==> src/hdl/utf8_to_utf16_transcoder_unit_defines.svh <==
// Assertion macros shared by the transcoder RTL.
// U2U_ASSERT_IMPL: antecedent implies consequent in the same cycle.
// U2U_ASSERT_NEVER: condition must never hold.
`ifndef UTF8_TO_UTF16_TRANSCODER_UNIT_DEFINES_SVH
`define UTF8_TO_UTF16_TRANSCODER_UNIT_DEFINES_SVH
`ifndef SYNTHESIS
`define U2U_ASSERT_IMPL(lbl, clk, rstn, ante, cons, msg) \
  lbl: assert property (@(posedge clk) disable iff (!(rstn)) (ante) |-> (cons)) \
    else $error(msg);
`define U2U_ASSERT_NEVER(lbl, clk, rstn, cond, msg) \
  lbl: assert property (@(posedge clk) disable iff (!(rstn)) !(cond)) \
    else $error(msg);
`else
`define U2U_ASSERT_IMPL(lbl, clk, rstn, ante, cons, msg)
`define U2U_ASSERT_NEVER(lbl, clk, rstn, cond, msg)
`endif
`endif

==> src/hdl/u2u_pkg.sv <==
`default_nettype none
package u2u_pkg;

  // byte classification limits
  localparam logic [7:0] LEAD_MIN      = 8'hC2;
  localparam logic [7:0] LEAD3_MIN     = 8'hE0;
  localparam logic [7:0] LEAD4_MIN     = 8'hF0;
  localparam logic [7:0] LEAD_MAX      = 8'hF4;
  localparam logic [7:0] LEAD_E0       = 8'hE0;
  localparam logic [7:0] LEAD_ED       = 8'hED;
  localparam logic [7:0] LEAD_F0       = 8'hF0;
  localparam logic [7:0] E0_SECOND_MIN = 8'hA0;
  localparam logic [7:0] ED_SECOND_MAX = 8'h9F;
  localparam logic [7:0] F0_SECOND_MIN = 8'h90;

  // code point limits
  localparam int unsigned CP_W = 21;
  localparam logic [CP_W-1:0] BMP_MAX   = 21'h00FFFF;
  localparam logic [CP_W-1:0] CP_MAX    = 21'h10FFFF;
  localparam logic [CP_W-1:0] SUPP_BASE = 21'h010000;
  localparam logic [15:0] REPL_CHAR = 16'hFFFD;
  localparam logic [15:0] HI_SURR   = 16'hD800;
  localparam logic [15:0] LO_SURR   = 16'hDC00;

  // what the back end has to produce for one queued entry
  typedef enum logic [1:0] {
    K_UNIT = 2'd0,
    K_PAIR = 2'd1,
    K_ERR  = 2'd2
  } u2u_kind_t;

  typedef struct packed {
    u2u_kind_t       kind;
    logic [CP_W-1:0] cp;
    logic            last;
  } u2u_entry_t;

  typedef struct packed {
    logic full;
    logic empty;
  } u2u_qstat_t;

endpackage
`default_nettype wire

==> src/hdl/u2u_front.sv <==
`default_nettype none
`include "utf8_to_utf16_transcoder_unit_defines.svh"
module u2u_front
  import u2u_pkg::*;
(
  input  wire logic       clk,
  input  wire logic       rst_n,
  input  wire logic       cfg_valid,
  input  wire logic       cfg_data,
  input  wire logic       in_valid,
  input  wire logic [7:0] in_byte,
  input  wire logic       in_string_last,
  output logic            in_stall,
  input  wire u2u_qstat_t qstat,
  output logic            push,
  output u2u_entry_t      entry
);

  logic            strict_r;
  logic [CP_W-1:0] code_accum_r, code_accum_nxt;
  logic [1:0]      bytes_left_r, bytes_left_nxt;
  logic [7:0]      lead_value_r, lead_value_nxt;
  logic            awaiting_second_r, awaiting_second_nxt;
  logic            discarding_r, discarding_nxt;

  logic            in_acc;
  logic            ok;
  logic            fail;
  logic            emit;
  logic [CP_W-1:0] emit_cp;
  logic [CP_W-1:0] acc_shift;

  assign in_stall = qstat.full;
  assign in_acc   = in_valid && !qstat.full;
  assign acc_shift = {code_accum_r[CP_W-7:0], in_byte[5:0]};

  // decode one byte against the partial sequence
  always_comb begin
    code_accum_nxt      = code_accum_r;
    bytes_left_nxt      = bytes_left_r;
    lead_value_nxt      = lead_value_r;
    awaiting_second_nxt = awaiting_second_r;
    discarding_nxt      = discarding_r;
    push       = 1'b0;
    entry.kind = K_UNIT;
    entry.cp   = '0;
    entry.last = in_string_last;
    ok      = 1'b0;
    fail    = 1'b0;
    emit    = 1'b0;
    emit_cp = '0;
    if (in_acc) begin
      if (discarding_r) begin
        if (in_string_last) begin
          discarding_nxt = 1'b0;
        end
      end else if (bytes_left_r == 2'd0) begin
        if (!in_byte[7]) begin
          emit    = 1'b1;
          emit_cp = {{(CP_W-8){1'b0}}, in_byte};
        end else if (in_byte < LEAD_MIN || in_byte > LEAD_MAX) begin
          fail = 1'b1;
        end else begin
          priority if (in_byte < LEAD3_MIN) begin
            bytes_left_nxt = 2'd1;
            code_accum_nxt = {{(CP_W-5){1'b0}}, in_byte[4:0]};
          end else if (in_byte < LEAD4_MIN) begin
            bytes_left_nxt = 2'd2;
            code_accum_nxt = {{(CP_W-4){1'b0}}, in_byte[3:0]};
          end else begin
            bytes_left_nxt = 2'd3;
            code_accum_nxt = {{(CP_W-3){1'b0}}, in_byte[2:0]};
          end
          lead_value_nxt      = in_byte;
          awaiting_second_nxt = 1'b1;
          if (in_string_last) begin
            fail = 1'b1;
          end
        end
      end else begin
        ok = (in_byte[7:6] == 2'b10);
        if (awaiting_second_r) begin
          if (lead_value_r == LEAD_E0 && in_byte < E0_SECOND_MIN) ok = 1'b0;
          if (lead_value_r == LEAD_ED && in_byte > ED_SECOND_MAX) ok = 1'b0;
          if (lead_value_r == LEAD_F0 && in_byte < F0_SECOND_MIN) ok = 1'b0;
        end
        if (!ok) begin
          fail = 1'b1;
        end else begin
          code_accum_nxt      = acc_shift;
          bytes_left_nxt      = bytes_left_r - 2'd1;
          awaiting_second_nxt = 1'b0;
          if (bytes_left_r != 2'd1) begin
            if (in_string_last) begin
              fail = 1'b1;
            end
          end else begin
            emit    = 1'b1;
            emit_cp = acc_shift;
          end
        end
      end

      // completed code point
      if (emit) begin
        code_accum_nxt      = '0;
        bytes_left_nxt      = 2'd0;
        lead_value_nxt      = '0;
        awaiting_second_nxt = 1'b0;
        if (emit_cp > CP_MAX) begin
          if (strict_r) begin
            fail = 1'b1;
          end else begin
            push     = 1'b1;
            entry.cp = {{(CP_W-16){1'b0}}, REPL_CHAR};
          end
        end else begin
          push       = 1'b1;
          entry.cp   = emit_cp;
          entry.kind = (emit_cp > BMP_MAX) ? K_PAIR : K_UNIT;
        end
      end

      // malformed: one error result, then drop to string end
      if (fail) begin
        code_accum_nxt      = '0;
        bytes_left_nxt      = 2'd0;
        lead_value_nxt      = '0;
        awaiting_second_nxt = 1'b0;
        discarding_nxt      = !in_string_last;
        push       = 1'b1;
        entry.kind = K_ERR;
        entry.cp   = '0;
        entry.last = 1'b1;
      end
    end
  end

  always_ff @(posedge clk) begin
    if (!rst_n) begin
      strict_r          <= 1'b0;
      code_accum_r      <= '0;
      bytes_left_r      <= 2'd0;
      lead_value_r      <= '0;
      awaiting_second_r <= 1'b0;
      discarding_r      <= 1'b0;
    end else begin
      if (cfg_valid) begin
        strict_r <= cfg_data;
      end
      code_accum_r      <= code_accum_nxt;
      bytes_left_r      <= bytes_left_nxt;
      lead_value_r      <= lead_value_nxt;
      awaiting_second_r <= awaiting_second_nxt;
      discarding_r      <= discarding_nxt;
    end
  end

  // discard mode never overlaps a sequence in progress
  `U2U_ASSERT_IMPL(a_discard_no_seq, clk, rst_n, discarding_r, bytes_left_r == 2'd0,
                   "discarding with a sequence in progress")

endmodule
`default_nettype wire

==> src/hdl/u2u_queue.sv <==
`default_nettype none
`include "utf8_to_utf16_transcoder_unit_defines.svh"
module u2u_queue
  import u2u_pkg::*;
#(
  parameter int unsigned DEPTH = 4
) (
  input  wire logic       clk,
  input  wire logic       rst_n,
  input  wire logic       push,
  input  wire u2u_entry_t wr_entry,
  input  wire logic       pop,
  output u2u_entry_t      rd_entry,
  output u2u_qstat_t      qstat
);

  localparam int unsigned PTR_W = (DEPTH > 1) ? $clog2(DEPTH) : 1;
  localparam int unsigned CNT_W = $clog2(DEPTH + 1);

  u2u_entry_t       mem_r [DEPTH];
  logic [PTR_W-1:0] wr_ptr_r, wr_ptr_nxt;
  logic [PTR_W-1:0] rd_ptr_r, rd_ptr_nxt;
  logic [CNT_W-1:0] count_r, count_nxt;

  assign qstat.full  = (count_r == CNT_W'(DEPTH));
  assign qstat.empty = (count_r == '0);
  assign rd_entry    = mem_r[rd_ptr_r];

  // pointer and fill level update
  always_comb begin
    wr_ptr_nxt = wr_ptr_r;
    rd_ptr_nxt = rd_ptr_r;
    count_nxt  = count_r;
    if (push) begin
      wr_ptr_nxt = (wr_ptr_r == PTR_W'(DEPTH - 1)) ? '0 : wr_ptr_r + 1'b1;
    end
    if (pop) begin
      rd_ptr_nxt = (rd_ptr_r == PTR_W'(DEPTH - 1)) ? '0 : rd_ptr_r + 1'b1;
    end
    if (push && !pop) begin
      count_nxt = count_r + 1'b1;
    end else if (pop && !push) begin
      count_nxt = count_r - 1'b1;
    end
  end

  always_ff @(posedge clk) begin
    if (!rst_n) begin
      wr_ptr_r <= '0;
      rd_ptr_r <= '0;
      count_r  <= '0;
    end else begin
      wr_ptr_r <= wr_ptr_nxt;
      rd_ptr_r <= rd_ptr_nxt;
      count_r  <= count_nxt;
    end
  end

  // entry storage
  always_ff @(posedge clk) begin
    if (push) begin
      mem_r[wr_ptr_r] <= wr_entry;
    end
  end

  `U2U_ASSERT_NEVER(a_no_overflow, clk, rst_n, push && qstat.full,
                    "queue written while full")
  `U2U_ASSERT_NEVER(a_no_underflow, clk, rst_n, pop && qstat.empty,
                    "queue read while empty")

endmodule
`default_nettype wire

==> src/hdl/u2u_back.sv <==
`default_nettype none
`include "utf8_to_utf16_transcoder_unit_defines.svh"
module u2u_back
  import u2u_pkg::*;
(
  input  wire logic       clk,
  input  wire logic       rst_n,
  input  wire u2u_entry_t head,
  input  wire u2u_qstat_t qstat,
  output logic            pop,
  output logic            out_valid,
  input  wire logic       out_stall,
  output logic [15:0]     out_code_unit,
  output logic            out_is_error,
  output logic            out_ends_string,
  output logic            out_item_last
);

  logic        out_valid_r, out_valid_nxt;
  logic        pend_r, pend_nxt;
  logic [15:0] unit_r, unit_nxt;
  logic        err_r, err_nxt;
  logic        ends_r, ends_nxt;
  logic        ilast_r, ilast_nxt;
  logic [15:0] low_r, low_nxt;
  logic        low_ends_r, low_ends_nxt;

  logic            out_free;
  logic [CP_W-1:0] supp;
  logic [15:0]     hi_unit;
  logic [15:0]     lo_unit;

  assign out_free = !out_valid_r || !out_stall;
  assign pop      = out_free && !pend_r && !qstat.empty;

  // surrogate split of the head entry
  assign supp    = head.cp - SUPP_BASE;
  assign hi_unit = HI_SURR + {6'b0, supp[19:10]};
  assign lo_unit = LO_SURR + {6'b0, supp[9:0]};

  always_comb begin
    out_valid_nxt = out_valid_r;
    pend_nxt      = pend_r;
    unit_nxt      = unit_r;
    err_nxt       = err_r;
    ends_nxt      = ends_r;
    ilast_nxt     = ilast_r;
    low_nxt       = low_r;
    low_ends_nxt  = low_ends_r;
    if (out_free) begin
      if (pend_r) begin
        // second half of a surrogate pair
        out_valid_nxt = 1'b1;
        pend_nxt      = 1'b0;
        unit_nxt      = low_r;
        err_nxt       = 1'b0;
        ends_nxt      = low_ends_r;
        ilast_nxt     = 1'b1;
      end else if (!qstat.empty) begin
        out_valid_nxt = 1'b1;
        unique case (head.kind)
          K_PAIR: begin
            pend_nxt     = 1'b1;
            unit_nxt     = hi_unit;
            err_nxt      = 1'b0;
            ends_nxt     = 1'b0;
            ilast_nxt    = 1'b0;
            low_nxt      = lo_unit;
            low_ends_nxt = head.last;
          end
          K_ERR: begin
            unit_nxt  = '0;
            err_nxt   = 1'b1;
            ends_nxt  = 1'b1;
            ilast_nxt = 1'b1;
          end
          default: begin
            unit_nxt  = head.cp[15:0];
            err_nxt   = 1'b0;
            ends_nxt  = head.last;
            ilast_nxt = 1'b1;
          end
        endcase
      end else begin
        out_valid_nxt = 1'b0;
      end
    end
  end

  always_ff @(posedge clk) begin
    if (!rst_n) begin
      out_valid_r <= 1'b0;
      pend_r      <= 1'b0;
    end else begin
      out_valid_r <= out_valid_nxt;
      pend_r      <= pend_nxt;
    end
  end

  // output payload
  always_ff @(posedge clk) begin
    unit_r     <= unit_nxt;
    err_r      <= err_nxt;
    ends_r     <= ends_nxt;
    ilast_r    <= ilast_nxt;
    low_r      <= low_nxt;
    low_ends_r <= low_ends_nxt;
  end

  assign out_valid       = out_valid_r;
  assign out_code_unit   = unit_r;
  assign out_is_error    = err_r;
  assign out_ends_string = ends_r;
  assign out_item_last   = ilast_r;

  // a non-final result is always the high half with its low half held back
  `U2U_ASSERT_IMPL(a_pair_pending, clk, rst_n, out_valid_r && !ilast_r, pend_r,
                   "non-final result without pending low surrogate")
  `U2U_ASSERT_IMPL(a_err_shape, clk, rst_n, out_valid_r && err_r,
                   ends_r && ilast_r && (unit_r == 16'h0000),
                   "error result with bad fields")

endmodule
`default_nettype wire

==> src/hdl/utf8_to_utf16_transcoder_unit.sv <==
`default_nettype none
// UTF-8 to UTF-16 transcoder.
// Input channel (in_valid / in_stall): one UTF-8 byte per transfer, with
// in_string_last on the final byte of a string. A transfer happens at a
// clock edge with in_valid high and in_stall low.
// Output channel (out_valid / out_stall): one UTF-16 code unit per transfer,
// with flags for error, end of string and last result of the input byte.
// A malformed string gives one error result; its remaining bytes are dropped.
// Config (cfg_valid / cfg_ready): cfg_data sets strict mode; cfg_ready is
// always high. Write it only while the block is idle.
// Path: a taken byte is decoded straight into the queue, and its result then
// passes from the queue to the output register. Throughput: one byte per
// cycle while in_stall is low; a surrogate pair gives two results from one
// queue entry, which the queue of QUEUE_DEPTH entries absorbs.
// When the receiver stalls, the output register holds and the queue fills;
// in_stall rises once the queue is full.
// Reset (rst_n, synchronous, active low) clears strict mode, the partial
// sequence, the discard state, the queue and the output valid and pending flags.
module utf8_to_utf16_transcoder_unit
  import u2u_pkg::*;
#(
  parameter int unsigned QUEUE_DEPTH = 4
) (
  input  wire logic        clk,
  input  wire logic        rst_n,
  input  wire logic        cfg_valid,
  output logic             cfg_ready,
  input  wire logic        cfg_data,
  input  wire logic        in_valid,
  output logic             in_stall,
  input  wire logic [7:0]  in_byte,
  input  wire logic        in_string_last,
  output logic             out_valid,
  input  wire logic        out_stall,
  output logic [15:0]      out_code_unit,
  output logic             out_is_error,
  output logic             out_ends_string,
  output logic             out_item_last
);

  u2u_qstat_t qstat;
  u2u_entry_t wr_entry;
  u2u_entry_t head;
  logic       push;
  logic       pop;

  assign cfg_ready = 1'b1;

  u2u_front u_front (
    .clk            (clk),
    .rst_n          (rst_n),
    .cfg_valid      (cfg_valid),
    .cfg_data       (cfg_data),
    .in_valid       (in_valid),
    .in_byte        (in_byte),
    .in_string_last (in_string_last),
    .in_stall       (in_stall),
    .qstat          (qstat),
    .push           (push),
    .entry          (wr_entry)
  );

  u2u_queue #(
    .DEPTH (QUEUE_DEPTH)
  ) u_queue (
    .clk      (clk),
    .rst_n    (rst_n),
    .push     (push),
    .wr_entry (wr_entry),
    .pop      (pop),
    .rd_entry (head),
    .qstat    (qstat)
  );

  u2u_back u_back (
    .clk             (clk),
    .rst_n           (rst_n),
    .head            (head),
    .qstat           (qstat),
    .pop             (pop),
    .out_valid       (out_valid),
    .out_stall       (out_stall),
    .out_code_unit   (out_code_unit),
    .out_is_error    (out_is_error),
    .out_ends_string (out_ends_string),
    .out_item_last   (out_item_last)
  );

endmodule
`default_nettype wire

==> config.mk <==
export PLATFORM = sky130hd
export DESIGN_NAME = utf8_to_utf16_transcoder_unit
export DESIGN_NICKNAME = d
export VERILOG_FILES = /design/src/hdl/u2u_pkg.sv /design/src/hdl/u2u_front.sv /design/src/hdl/u2u_queue.sv /design/src/hdl/u2u_back.sv /design/src/hdl/utf8_to_utf16_transcoder_unit.sv
export VERILOG_INCLUDE_DIRS = /design/src /design/src/hdl
export SDC_FILE = /design/constraint.sdc
export NUM_CORES = 1
export LEC_CHECK = 0
export BUFFER_PORTS_ARGS = -buffer_cell sky130_fd_sc_hd__clkbuf_2
export CORE_UTILIZATION = 25
export CTS_CLUSTER_SIZE = 30
export DETAILED_ROUTE_END_ITERATION = 10
export PLACE_DENSITY = 0.47
export SYNTH_ARGS = -nofsm -noshare
export SYNTH_HDL_FRONTEND = slang
export SYNTH_SLANG_ARGS = --single-unit
==> constraint.sdc <==
create_clock -name clk -period 4.3 [get_ports clk]
set_input_delay 0.215 -clock clk [delete_from_list [all_inputs] [get_ports clk]]
set_output_delay 0.215 -clock clk [all_outputs]
set_load 0.005 [all_outputs]
== After elaboration in Yosys (flattened, before gate mapping) ==
Memories as Yosys holds them, arrays and structs flattened. A register that Yosys moved wholly into a read port is not among the register bits.
Index checks and enable logic that the tools add are counted.
Widths: inputs -> output; s select.

* Flip-flop bits (word level): 73
* RAM bits: 96
* Input bits: 15
* Output and inout port bits: 22
* Logic and storage cells: 179
* Memories kept: 1

* $add $sub $neg: 8
* $lt $le $gt $ge: 9
* Equal/unequal tests: 15
* Mux-type cells: 99
* Bitwise gates (word level): 2
* Reductions and logical operators: 28

{| class="wikitable"
|+ Memory list
! name !! depth !! width !! rd ports !! clocked after memory_dff !! wr ports !! line !! text
|-
| u_queue.mem_r || 4 || 24 || 1 || 1 || 1 || u2u_queue.sv:20 || <nowiki>u2u_entry_t mem_r [DEPTH];</nowiki>
|}

{| class="wikitable"
|+ Operators with widths
! kind !! count
|-
| $mux 21 || 6
|-
| $mux 15 || 7
|-
| $mux 1 || 54
|-
| $mux 16 || 3
|-
| $mux 24 || 2
|-
| $mux 8 || 6
|-
| $lt 8x8->1 const B || 5
|-
| $add 15x11->16 const A || 2
|-
| $pmux 16 s2 || 1
|-
| $mux 2 || 13
|-
| $eq 8x8->1 const B || 3
|-
| $mux 23 || 1
|-
| $gt 21x16->1 const B || 1
|-
| $gt 21x21->1 const B || 1
|-
| $sub 20x17->20 const B || 1
|-
| $gt 8x8->1 const B || 2
|-
| $reduce_and 5->1 || 2
|-
| $eq 2x2->1 const B || 4
|-
| $logic_and 1x1->1 || 8
|-
| $logic_not 1->1 || 8
|-
| $ne 4x4->1 const B || 2
|-
| $mux 7 || 1
|-
| $mux 3 || 2
|-
| $ne 3x3->1 const B || 2
|-
| 20 further kinds || 24
|}

== Longest topological paths before layout ==
Gate-level depths: netlist of run 1.

* Depth in word-level cells: 23
* Mapped depth: 11

== Modules after synthesis ==
Synthesis of run 1 repeated with hierarchy kept, for this count alone.

* Cells, all modules: 475
* Area, all modules: 6979.2 um^2

{| class="wikitable"
|+ By module, submodules not included
! module !! instances !! cells an instance !! area an instance (um^2) !! sequential area each (um^2)
|-
| u2u_queue || 1 || 170 || 3961.3 || 3062.9
|-
| u2u_front || 1 || 197 || 1599.0 || 560.5
|-
| u2u_back || 1 || 106 || 1407.6 || 940.9
|-
| utf8_to_utf16_transcoder_unit || 1 || 2 || 11.3 || 0.0
|}

== Worst setup path before layout of run 1 ==
No wires, ideal clock.

* Kind: reg-to-reg
* Start: register u_queue.count_r[0]
* End: register u_queue.count_r[2]
* Arrival time: 2914 ps
* Path slack: 1311 ps
* Cell stages (with the launch flop): 12
* Period minus slack after synthesis: 2989 ps
* Path through: dfxtp_1 nor3b_1 or3b_1 buf_2 a311o_4 a31oi_4 ha_1 inv_1 fa_1 xor2_1 or3_1 a21boi_0

* Cells in the longest elaborated chain, start to end: 7

{| class="wikitable"
|+ Ends and longest elaborated chain
! element !! line !! text
|-
| start, declared || u2u_queue.sv:23 || <nowiki>logic [CNT_W-1:0] count_r, count_nxt;</nowiki>
|-
| start signal, assigned || u2u_queue.sv:55 || <nowiki>count_r <= count_nxt;</nowiki>
|-
| $eq 3x3->1 (*) || u2u_queue.sv:25 || <nowiki>assign qstat.full = (count_r == CNT_W'(DEPTH));</nowiki>
|-
| via in_stall || utf8_to_utf16_transcoder_unit.sv:30 || <nowiki>output logic in_stall,</nowiki>
|-
| $logic_not 1->1 (*) || u2u_front.sv:34 || <nowiki>assign in_acc = in_valid && !qstat.full;</nowiki>
|-
| $logic_and 1x1->1 (*) || u2u_front.sv:34 ||
|-
| $mux 1 (*) || u2u_front.sv:52 || <nowiki>if (in_acc) begin</nowiki>
|-
| via push || utf8_to_utf16_transcoder_unit.sv:44 || <nowiki>logic push;</nowiki>
|-
| $logic_not 1->1 || u2u_queue.sv:42 || <nowiki>end else if (pop && !push) begin</nowiki>
|-
| $logic_and 1x1->1 || u2u_queue.sv:42 ||
|-
| $reduce_bool 2->1 (no source line) || -- ||
|}

The timed path passes the listed nets; every way through them passes the cells marked *. The select of a mux whose other input is x is not followed.
A chain may end at the register's enable or synchronous reset.

== Final worst setup path of run 1 ==
* Start: register u_queue.count_r[0]
* End: register u_queue.count_r[2]

* Cells in the longest elaborated chain, start to end: 7

{| class="wikitable"
|+ Ends and longest elaborated chain
! element !! line
|-
| $eq 3x3->1 (*) || u2u_queue.sv:25
|-
| $logic_not 1->1 (*) || u2u_front.sv:34
|-
| $logic_and 1x1->1 (*) || u2u_front.sv:34
|-
| $mux 1 (*) || u2u_front.sv:52
|-
| via push || utf8_to_utf16_transcoder_unit.sv:44
|-
| $logic_not 1->1 || u2u_queue.sv:42
|-
| $logic_and 1x1->1 || u2u_queue.sv:42
|-
| $reduce_bool 2->1 (no source line) || --
|}

Marked as above.

==> results.toml, run 1 <==
[run_status]
status = "complete, but fails checks"
violations = "DRC"

[cells_and_area]
diodes = 0
layout-drive-gt1-share_pct = 23.8
area_growth_pct = 17.5
post-route-util_pct = 30.1
nets = 504
final_cells = 827

[timing]
final.setup_skew_ns = 0.0133
rsz0062_at_grt = "false"
setup_viol = 0
period_minus_slack_ns = 3.29
setup_ws_ns = 1.01
fmax_mhz = 304
worst_pin_slew_ns = 1.11
drv_slew = 0
fin_tns_setup_ns = 0
slew_headroom_pct = 25.7
hold_viol_final = 0
fin_crit_sh_pct = 76.4

[clock_tree]
cts_tree = "done"
clockRootBuffer = "clkbuf_16"
htreeDepth = 4
postCtsSetupBuffers = 0
cts_sinks = 161
post_cts_resized = 0
path_clk_slew_ns = 0.06
cts_buffer_depth = 2
clk_latency_ns = 0.42
cts_hold_buf = 0
numCtsBuffers = 17

[pwr]
p_clk_share_pct = 31.1
comb_power_share_pct = 24.8
power_mw = 4.88
leakage_nw = 2.70
seq_power_share_pct = 44.1
power.switching_mw = 1.46
internal_power_mw = 3.42
ir_worst_vdd_mv = 0.246
swShare_pct = 29.9
p_per_area_nw_per_um2 = 620

[routing]
drt-met1-wl_mm = 6.74
drcViolationCount = 12
dr_wl_met2_mm = 6.10
drtAntennaViolNets = 0
drtIter0Drc = 290
top_layer = "met4"
wl_met3_um = 524
drt-vias-per-instance = 4.51
via_count = 3730
drt_wl_total_mm = 13.5
dr.pass1.iters = 7
wl_per_cell_um = 16.3

[critical_path]
crit_type = "reg2reg"
path_depth = 10
crit_path_end_kind = "flip-flop"
reg2reg_depth = 10
start_kind = "flip-flop"
slowest_delay_ns = 0.54
crit_family = "simple AND/OR/NAND/NOR gates"
rr_endpoint = "u_queue.count_r[2]"
critPathSlowestCell = "or3b_1"
crit_fanout = 10
crit_chain = "nor3b_1 -> or3b_1 -> a311o_4 -> a31oi_4 -> ha_1 -> inv_1 -> fa_1 -> xor2_1 -> or3_1 -> a21boi_0"
rrSetupSlack_ns = 1.01
crit_buf_inv = 1
required_ns = 4.63
r2r-start = "u_queue.count_r[0]"
arrival_ns = 3.62

[floorplanning]
core.rowCount = 59
coreArea_um2 = 26100
die_w_um = 166
io_pins = 37
dieArea_um2 = 27400
die_h_um = 166
initial_core_util_pct = 25.6

[global_route]
grt_max_degree = 31
antenna_found_initial = 0
grt_pass1_wl_mm = 21.7
grt_pass1_vias = 3813
track_usage_pct = 10.3
grt_overflow = 0

[yosys]
yosysUniqueCellTypes = 62
netlist_instances = 438
synth_top_cells_by_count = "edfxtp_1 (122), dfxtp_1 (39), nand2_1 (31)"
synth_edf_count = 122
synth.avg_cell_area_um2 = 15.3
synth-async-reset-ratio_pct = 0
ys_seq_elements = 161
synthTopCellsByArea = "edfxtp_1 (55%), dfxtp_1 (12%), mux4_2 (7.7%), a22o_1 (2.6%), nand2_1 (1.7%)"
yosysWarnings = 0
yosysMostFrequentCell = "edfxtp_1"
ys_seq_area_share_pct = 66.4
yosys.area.top_type = "edfxtp_1"
synth_flop_cell = "edfxtp_1"
synth_nets = 463
syn_area_um2 = 6690
synth_top_area_share_pct = 54.7

[min_path]
hold_depth = 3
min_to = "u_front.strict_r"
hp-start = "cfg_data"
holdCritPathClass = "in2reg"

[placed_design]
io_buffer_count = 35
post-place-ws_ns = 0.991
globalplace.congestion = 0.758
dp_cells = 795
dp_hpwl_mm = 9.30

[job]
drv_cap = 0
-- cell type report --
class	instances	area (µm²)
Clock inverter	15	171
Fill cell	2627	18300
Sequential cell	161	4440
Inverter	11	41.3
Clock buffer	17	425
Timing Repair Buffer	45	250
Tap cell	335	419
Multi-Input combinational cell	243	2110
-- layer usage --
| metal | vias up | track usage, % |
|---|---|---|
| met5 | - | 0 |
| met4 | 0 | 2.93 |
| met3 | 8 | 2.92 |
| met2 | 68 | 16.2 |
| met1 | 1854 | 13.8 |
| li1 | 1800 | - |
-- power groups by stage --
stage / logic (mW) / registers [mW] / clock network [mW]
2_1_floorplan: 0.834 / 2.16 / 0
3_3_place_gp: 1.22 / 2.17 / 0
4_1_cts: 1.24 / 2.15 / 1.55
5_1_grt: 1.36 / 2.18 / 1.62
6_report: 1.21 / 2.15 / 1.52
3_5_place_dp: 1.23 / 2.19 / 0
-- placed cells by master, fill, tap and decap left out, types with 3 or more instances in the layout --
cell type	Yosys	routed
o21ai_0	12	12
o21a_1	11	11
clkbuf_16	0	17
a22oi_1	7	7
ha_1	9	9
mux2i_1	6	6
clkbuf_2	0	35
xor2_1	3	3
a21oi_1	11	10
a32o_1	3	3
edfxtp_1	122	122
inv_6	0	5
a22o_1	20	20
nor4_1	3	3
a31o_2	5	5
and2_1	12	12
a21boi_0	3	3
nor3_1	4	4
nor3b_1	4	4
nand4_1	3	3
and3_1	4	4
clkinvlp_4	0	3
buf_4	1	10
nor2_1	16	16
dfxtp_1	39	39
inv_1	11	11
nand2_1	31	31
nor2b_1	10	10
mux4_2	23	23
-- per-stage QoR --
stage	instance area [µm²]	hold slack, ns
after floorplan	6690	0.341
after global placement	7270	0.475
after detailed placement	7270	0.476
after CTS	7860	0.0471
after global routing	7860	0.0548
final	7860	0.0607
-- worst reg2reg max path, stage by stage (launching register included) --
cell and delay [ns]:
dfxtp_1 0.44, nor3b_1 0.12, or3b_1 0.54, a311o_4 0.42, a31oi_4 0.30, ha_1 0.24, inv_1 0.07, fa_1 0.43
xor2_1 0.17, or3_1 0.30, a21boi_0 0.18
-- registers in the layout, indices dropped and copies added (netlist names), 2 cells and up, named ones only --
signal,cells
u_front.lead_value_r,8
u_queue.mem_r,92
u_back.low_r,10
u_queue.wr_ptr_r,2
u_queue.rd_ptr_r,2
u_back.out_code_unit,16
u_front.code_accum_r,15
u_queue.count_r,3
u_front.bytes_left_r,2
-- cell families (layout without fill, tap and decap cells) --
family / count (synthesis) / count (layout) / share of synthesized area [%]
flip-flops: 161 / 161 / 66.4
AND/OR/NAND/NOR: 108 / 108 / 9.52
AO/OA/AOI/OAI: 91 / 91 / 10.8
buffers and inverters: 34 / 88 / 2.09
multiplexers: 29 / 29 / 8.64
adder cells (fa/ha/maj): 10 / 10 / 1.98
XOR/XNOR: 4 / 4 / 0.524
other: 1 / 1 / 0.0560
-- worst max path at each step --
stage | endpoint | slack, ns | start
global route | u_queue.count_r[2] | 0.78 | u_queue.count_r[0]
global placement | u_queue.count_r[2] | 1.13 | u_queue.count_r[0]
detailed placement | u_queue.count_r[2] | 0.99 | u_queue.count_r[0]
floorplan | u_queue.count_r[2] | 1.31 | u_queue.count_r[0]
CTS | u_queue.count_r[2] | 0.97 | u_queue.count_r[0]
finish | u_queue.count_r[2] | 1.01 | u_queue.count_r[0]
Note: power is estimated with default switching activity, not from simulation.
==> inputs of run 2 (changes only) <==
Settings changed: ABC_AREA set to 1, PLACE_DENSITY 0.47 to 0.49.
Clock period 4.3 ns to 2.9 ns, I/O delays scaled along.
==> run 2 against run 1 <==
Compared with the run above: flip-flop and latch count did not move; die area up 5.3%; first-iteration DRC count up 13%; global-route usage grew 1.6 points; sequential share of layout area down 2.9 points; non-clock buffer count grew 14; power up 66%; final cell count grew 35%; worst setup slack got worse by 0.59 ns; combinational power up 120%; critical path type unchanged; the run now ends clean; synthesized area increased by 5.3%; wire length grew 22%; largest power group unchanged.
==> results.toml, run 2 <==
[critical_path]
crit_path_end_kind = "flip-flop"
rrSetupSlack_ns = 0.43
start_kind = "flip-flop"
r2r-start = "u_front.bytes_left_r[0]"
rr_endpoint = "u_queue.count_r[2]"
crit_fanout = 6
required_ns = 3.21
arrival_ns = 2.78
crit_type = "reg2reg"
reg2reg_depth = 13

[yosys]
yosysMostFrequentCell = "edfxtp_1"
yosys.area.top_type = "edfxtp_1"
synth_flop_cell = "edfxtp_1"
synthTopCellsByArea = "edfxtp_1 (52%), dfxtp_1 (11%), nand2_1 (5.8%), nor2_1 (5.5%), o21ai_0 (4.2%)"
ys_seq_elements = 161
yosysWarnings = 0
synth_nets = 703
ys_seq_area_share_pct = 63.0
synth_top_area_share_pct = 52.0
netlist_instances = 678
synth.avg_cell_area_um2 = 10.4
syn_area_um2 = 7050
synth-async-reset-ratio_pct = 0
synth_top_cells_by_count = "edfxtp_1 (122), nand2_1 (109), nor2_1 (103)"
synth_edf_count = 122
yosysUniqueCellTypes = 44

[cells_and_area]
area_growth_pct = 17.6
layout-drive-gt1-share_pct = 16.3
layout_common_cells = "edfxtp_1 (122), nand2_1 (109), nor2_1 (99)"
diodes = 0
stdcell_area_um2 = 8290
layout_commonest_cell = "edfxtp_1"
regMostFlops = "u_queue.mem_r"
largest_reg_flops = 92
nets = 751
final_cells = 1116

[timing]
worst_pin_slew_ns = 0.705
fin_tns_setup_ns = 0
slew_headroom_pct = 53.0
period_minus_slack_ns = 2.47
fin_crit_sh_pct = 85.3
rsz0062_at_grt = "false"
drv_slew = 0
hold_viol_final = 0
fmax_mhz = 404
setup_viol = 0
final.setup_skew_ns = 0.0196

[clock_tree]
cts_sinks = 161
clk_latency_ns = 0.43
post_cts_resized = 0
clockRootBuffer = "clkbuf_16"
htreeDepth = 4
cts_tree = "done"
path_clk_slew_ns = 0.07
numCtsBuffers = 17
cts_buffer_depth = 2

[floorplanning]
die_h_um = 170
core.rowCount = 61
coreArea_um2 = 27800
initial_core_util_pct = 25.4
dieArea_um2 = 28900
io_pins = 37
die_w_um = 170

[placed_design]
dp_hpwl_mm = 11.4
io_buffer_count = 35
place_area_um2 = 7710
globalplace.congestion = 0.788
dp_cells = 1083

[routing]
dr.pass1.iters = 5
drtIter0Drc = 327
via_count = 4839
drt-vias-per-instance = 4.34
drt_wl_total_mm = 16.4
wl_per_cell_um = 14.7
drtAntennaViolNets = 0
drcViolationCount = 0

[global_route]
antenna_found_initial = 0
grt_pass1_vias = 4582
grt_pass1_wl_mm = 26.0
grt_overflow = 0
track_usage_pct = 11.9
grt_max_degree = 35

[pwr]
ir_worst_vdd_mv = 0.371
leakage_nw = 3.09
p_per_area_nw_per_um2 = 979

[min_path]
holdCritPathClass = "in2reg"
min_to = "u_front.lead_value_r[4]"
hold_depth = 3
hp-start = "in_byte[4]"

[run_status]
status = "completed"

[job]
drv_cap = 0
-- run 2: worst max-delay path by stage --
stage	end	from	slack (ns)	cells past startpoint
CTS	u_queue.count_r[2]	u_front.bytes_left_r[0]	0.43	13
detailed placement	u_queue.count_r[2]	in_byte[5]	0.42	16
finish	u_queue.count_r[2]	u_front.bytes_left_r[0]	0.43	13
global placement	u_queue.count_r[2]	in_byte[5]	0.44	16
floorplan	u_queue.mem_r[0][0]	u_front.lead_value_r[3]	0.31	13
global route	u_queue.count_r[2]	u_front.lead_value_r[2]	0.19	17
-- run 2: logic make-up (layout without fill, tap and decap cells) --
logic type	after synthesis	in the layout	share of synthesized area (%)
adders and majority gates	10	10	1.88
buffers and inverters	89	149	5.47
AOI/OAI and AO/OA	148	148	12.6
DFF	161	161	63.0
other	1	1	0.0532
and+or+nand+nor	266	266	16.6
xor gates and xnor gates	3	3	0.373
-- run 2: worst max-delay path, cell delays in order, from the launching register on --
cell	delay (ns)
dfxtp_1	0.40
nand2_1	0.17
inv_1	0.16
nand3_1	0.09
nand2_1	0.11
nand2_2	0.08
a21oi_4	0.21
ha_1	0.17
inv_1	0.07
fa_1	0.43
a21oi_1	0.14
o21ai_0	0.11
o21ai_0	0.16
a21oi_1	0.05
-- run 2: per-layer routing --
metal / up-vias / wire length (µm) / track usage [%]
met2: 69 / 7420 / 18.7
met4: 0 / 130 / 3.76
met5: - / 0 / 0
li1: 2447 / - / -
met3: 8 / 470 / 2.53
met1: 2315 / 8390 / 16.4
-- run 2: final cells by class --
| type | instances | area, µm² |
|---|---|---|
| clock buffer | 17 | 425 |
| sequential | 161 | 4440 |
| tap | 378 | 473 |
| fill | 2963 | 19500 |
| inverter | 59 | 224 |
| clock inverter | 14 | 130 |
| multi-input combinational | 428 | 2230 |
| timing repair buffer | 59 | 360 |
-- run 2: timing repair --
action,CTS,global route
hold buffers,2,0
buffers inserted,0,0
endpoints found under the hold margin,1,0
-- run 2: power by group --
group	switching, mW	total [mW]	internal (mW)
clock network	0.945	2.14	1.19
registers	0.184	3.33	3.15
logic	1.78	2.64	0.866
-- run 2: per-stage QoR --
step | setup slack (ns) | hold WS [ns] | utilization, % | power, mW
detailed placement | 0.422 | 0.347 | 27.8 | 6.07
finish | 0.427 | 0.0142 | 29.8 | 8.11
CTS | 0.426 | 0.00559 | 29.8 | 8.23
global placement | 0.439 | 0.337 | 27.8 | 6.06
global route | 0.188 | 0.0424 | 29.8 | 8.66
floorplan | 0.307 | 0.239 | - | 5.09
==> inputs of run 3 (changes only) <==
==> constraint.sdc (replaced) <==
create_clock -name clk -period 2.9 [get_ports clk]
set_input_delay 0.145 -clock clk [delete_from_list [all_inputs] [get_ports clk]]
set_output_delay 0.145 -clock clk [all_outputs]
set_load 0.05 [all_outputs]
==> run 3 against run 2 <==
Compared with the run above: utilization is essentially flat; non-clock buffer count shrank 2; die area is the same; final cell count is essentially flat; global-route usage grew 0.098 points; clock skew shrank 0.0075 ns; clock power is essentially flat; worst setup slack lost 0.015 ns; power grew 6.4%; critical path type unchanged; largest power group unchanged; highest routed layer unchanged.
==> results.toml, run 3 (synthesis gave the netlist of run 2 again) <==
[run_status]
status = "completed"

[global_route]
grt_pass1_vias = 4753
grt_overflow = 0
track_usage_pct = 12.0
grt_max_degree = 40
antenna_found_initial = 0
grt_pass1_wl_mm = 26.0

[routing]
drt_wl_total_mm = 16.4
via_count = 4827
drtIter0Drc = 330
wl_per_cell_um = 14.7
drt-vias-per-instance = 4.33
dr.pass1.iters = 5
drcViolationCount = 0
drtAntennaViolNets = 0

[clock_tree]
cts_tree = "done"
path_clk_slew_ns = 0.07
cts_sinks = 161
post_cts_resized = 0
clockRootBuffer = "clkbuf_16"
numCtsBuffers = 17
clk_latency_ns = 0.43
cts_buffer_depth = 2
htreeDepth = 4

[timing]
drv_slew = 0
rsz0062_at_grt = "false"
hold_viol_final = 0
worst_pin_slew_ns = 0.771
fin_crit_sh_pct = 85.8
fin_tns_setup_ns = 0
fmax_mhz = 402
final.setup_skew_ns = 0.0121
setup_viol = 0
slew_headroom_pct = 48.6
period_minus_slack_ns = 2.49

[critical_path]
rrSetupSlack_ns = 0.41
crit_path_end_kind = "flip-flop"
required_ns = 3.21
start_kind = "flip-flop"
crit_type = "reg2reg"
r2r-start = "u_front.bytes_left_r[0]"
arrival_ns = 2.80
crit_fanout = 8
startpoint = "u_front.bytes_left_r[0]"

[cells_and_area]
largest_reg_flops = 92
diodes = 0
nets = 749
area_growth_pct = 17.6
layout_common_cells = "edfxtp_1 (122), nand2_1 (109), nor2_1 (99)"
layout-drive-gt1-share_pct = 16.1
stdcell_area_um2 = 8290
final_cells = 1115
layout_commonest_cell = "edfxtp_1"
regMostFlops = "u_queue.mem_r"

[min_path]
holdCritPathClass = "in2reg"
hp-start = "in_byte[4]"

[floorplanning]
io_pins = 37
dieArea_um2 = 28900
core.rowCount = 61
die_h_um = 170
coreArea_um2 = 27800
initial_core_util_pct = 25.4
die_w_um = 170

[placed_design]
place_area_um2 = 7700
dp_cells = 1081
io_buffer_count = 35
globalplace.congestion = 0.786
dp_hpwl_mm = 11.0

[job]
drv_cap = 0

[pwr]
ir_worst_vdd_mv = 0.357
p_per_area_nw_per_um2 = 1040
power_mw = 8.64
leakage_nw = 3.07
==> run 3: report_power, final <==
group	switching, mW	internal (mW)	total, mW	leakage (nW)
sequential	0.185	3.15	3.33	1.47
combinational	2.28	0.857	3.13	1.33
clock	1.03	1.14	2.17	0.270
==> run 3: layer usage <==
layer  wire, µm  up-vias  GRT usage [%]
li1           -     2442              -
met1       8430     2297           16.4
met2       7350       81           18.8
met3        484        7           2.44
met4        145        0           4.50
met5          0        -              0
==> run 3: final cells by class <==
| cell class | instances | area (µm²) |
|---|---|---|
| multi-input cells | 428 | 2230 |
| inverters | 59 | 224 |
| well taps | 378 | 473 |
| clock buffers | 17 | 425 |
| flip-flops and latches | 161 | 4440 |
| fillers | 2958 | 19500 |
| clock inverters | 15 | 145 |
| repair buffers | 57 | 345 |
==> run 3: worst paths after layout <==
check / end / depth (start not counted)
hold reg to reg: u_front.awaiting_second_r / 2
setup / recovery: u_queue.count_r[2] / 12
setup reg to reg: u_queue.count_r[2] / 12
hold / removal: u_front.lead_value_r[4] / 3
==> run 3: metrics by stage <==
stage / util [%] / worst slack [ns] / hold slack (ns)
2_1_floorplan: - / 0.307 / 0.239
3_3_place_gp: 27.7 / 0.426 / 0.351
3_5_place_dp: 27.7 / 0.401 / 0.356
4_1_cts: 29.8 / 0.392 / 0.0245
5_1_grt: 29.8 / 0.174 / 0.0390
6_report: 29.8 / 0.412 / 0.0414
==> run 3: timing repair <==
action,in CTS,in global routing
setup buffers,0,0
hold endpoints to repair,1,0
hold buffers,2,0
==> run 3: worst max-delay path: stages, from the launching register on <==
cell and delay (ns):
dfxtp_1 0.35, nor2_2 0.33, inv_1 0.13, nand4_1 0.16, nand3_4 0.10, a21oi_4 0.18
ha_1 0.16, inv_1 0.07, fa_1 0.43, a21oi_1 0.14, o21ai_0 0.11, o21ai_0 0.15
a21oi_1 0.05
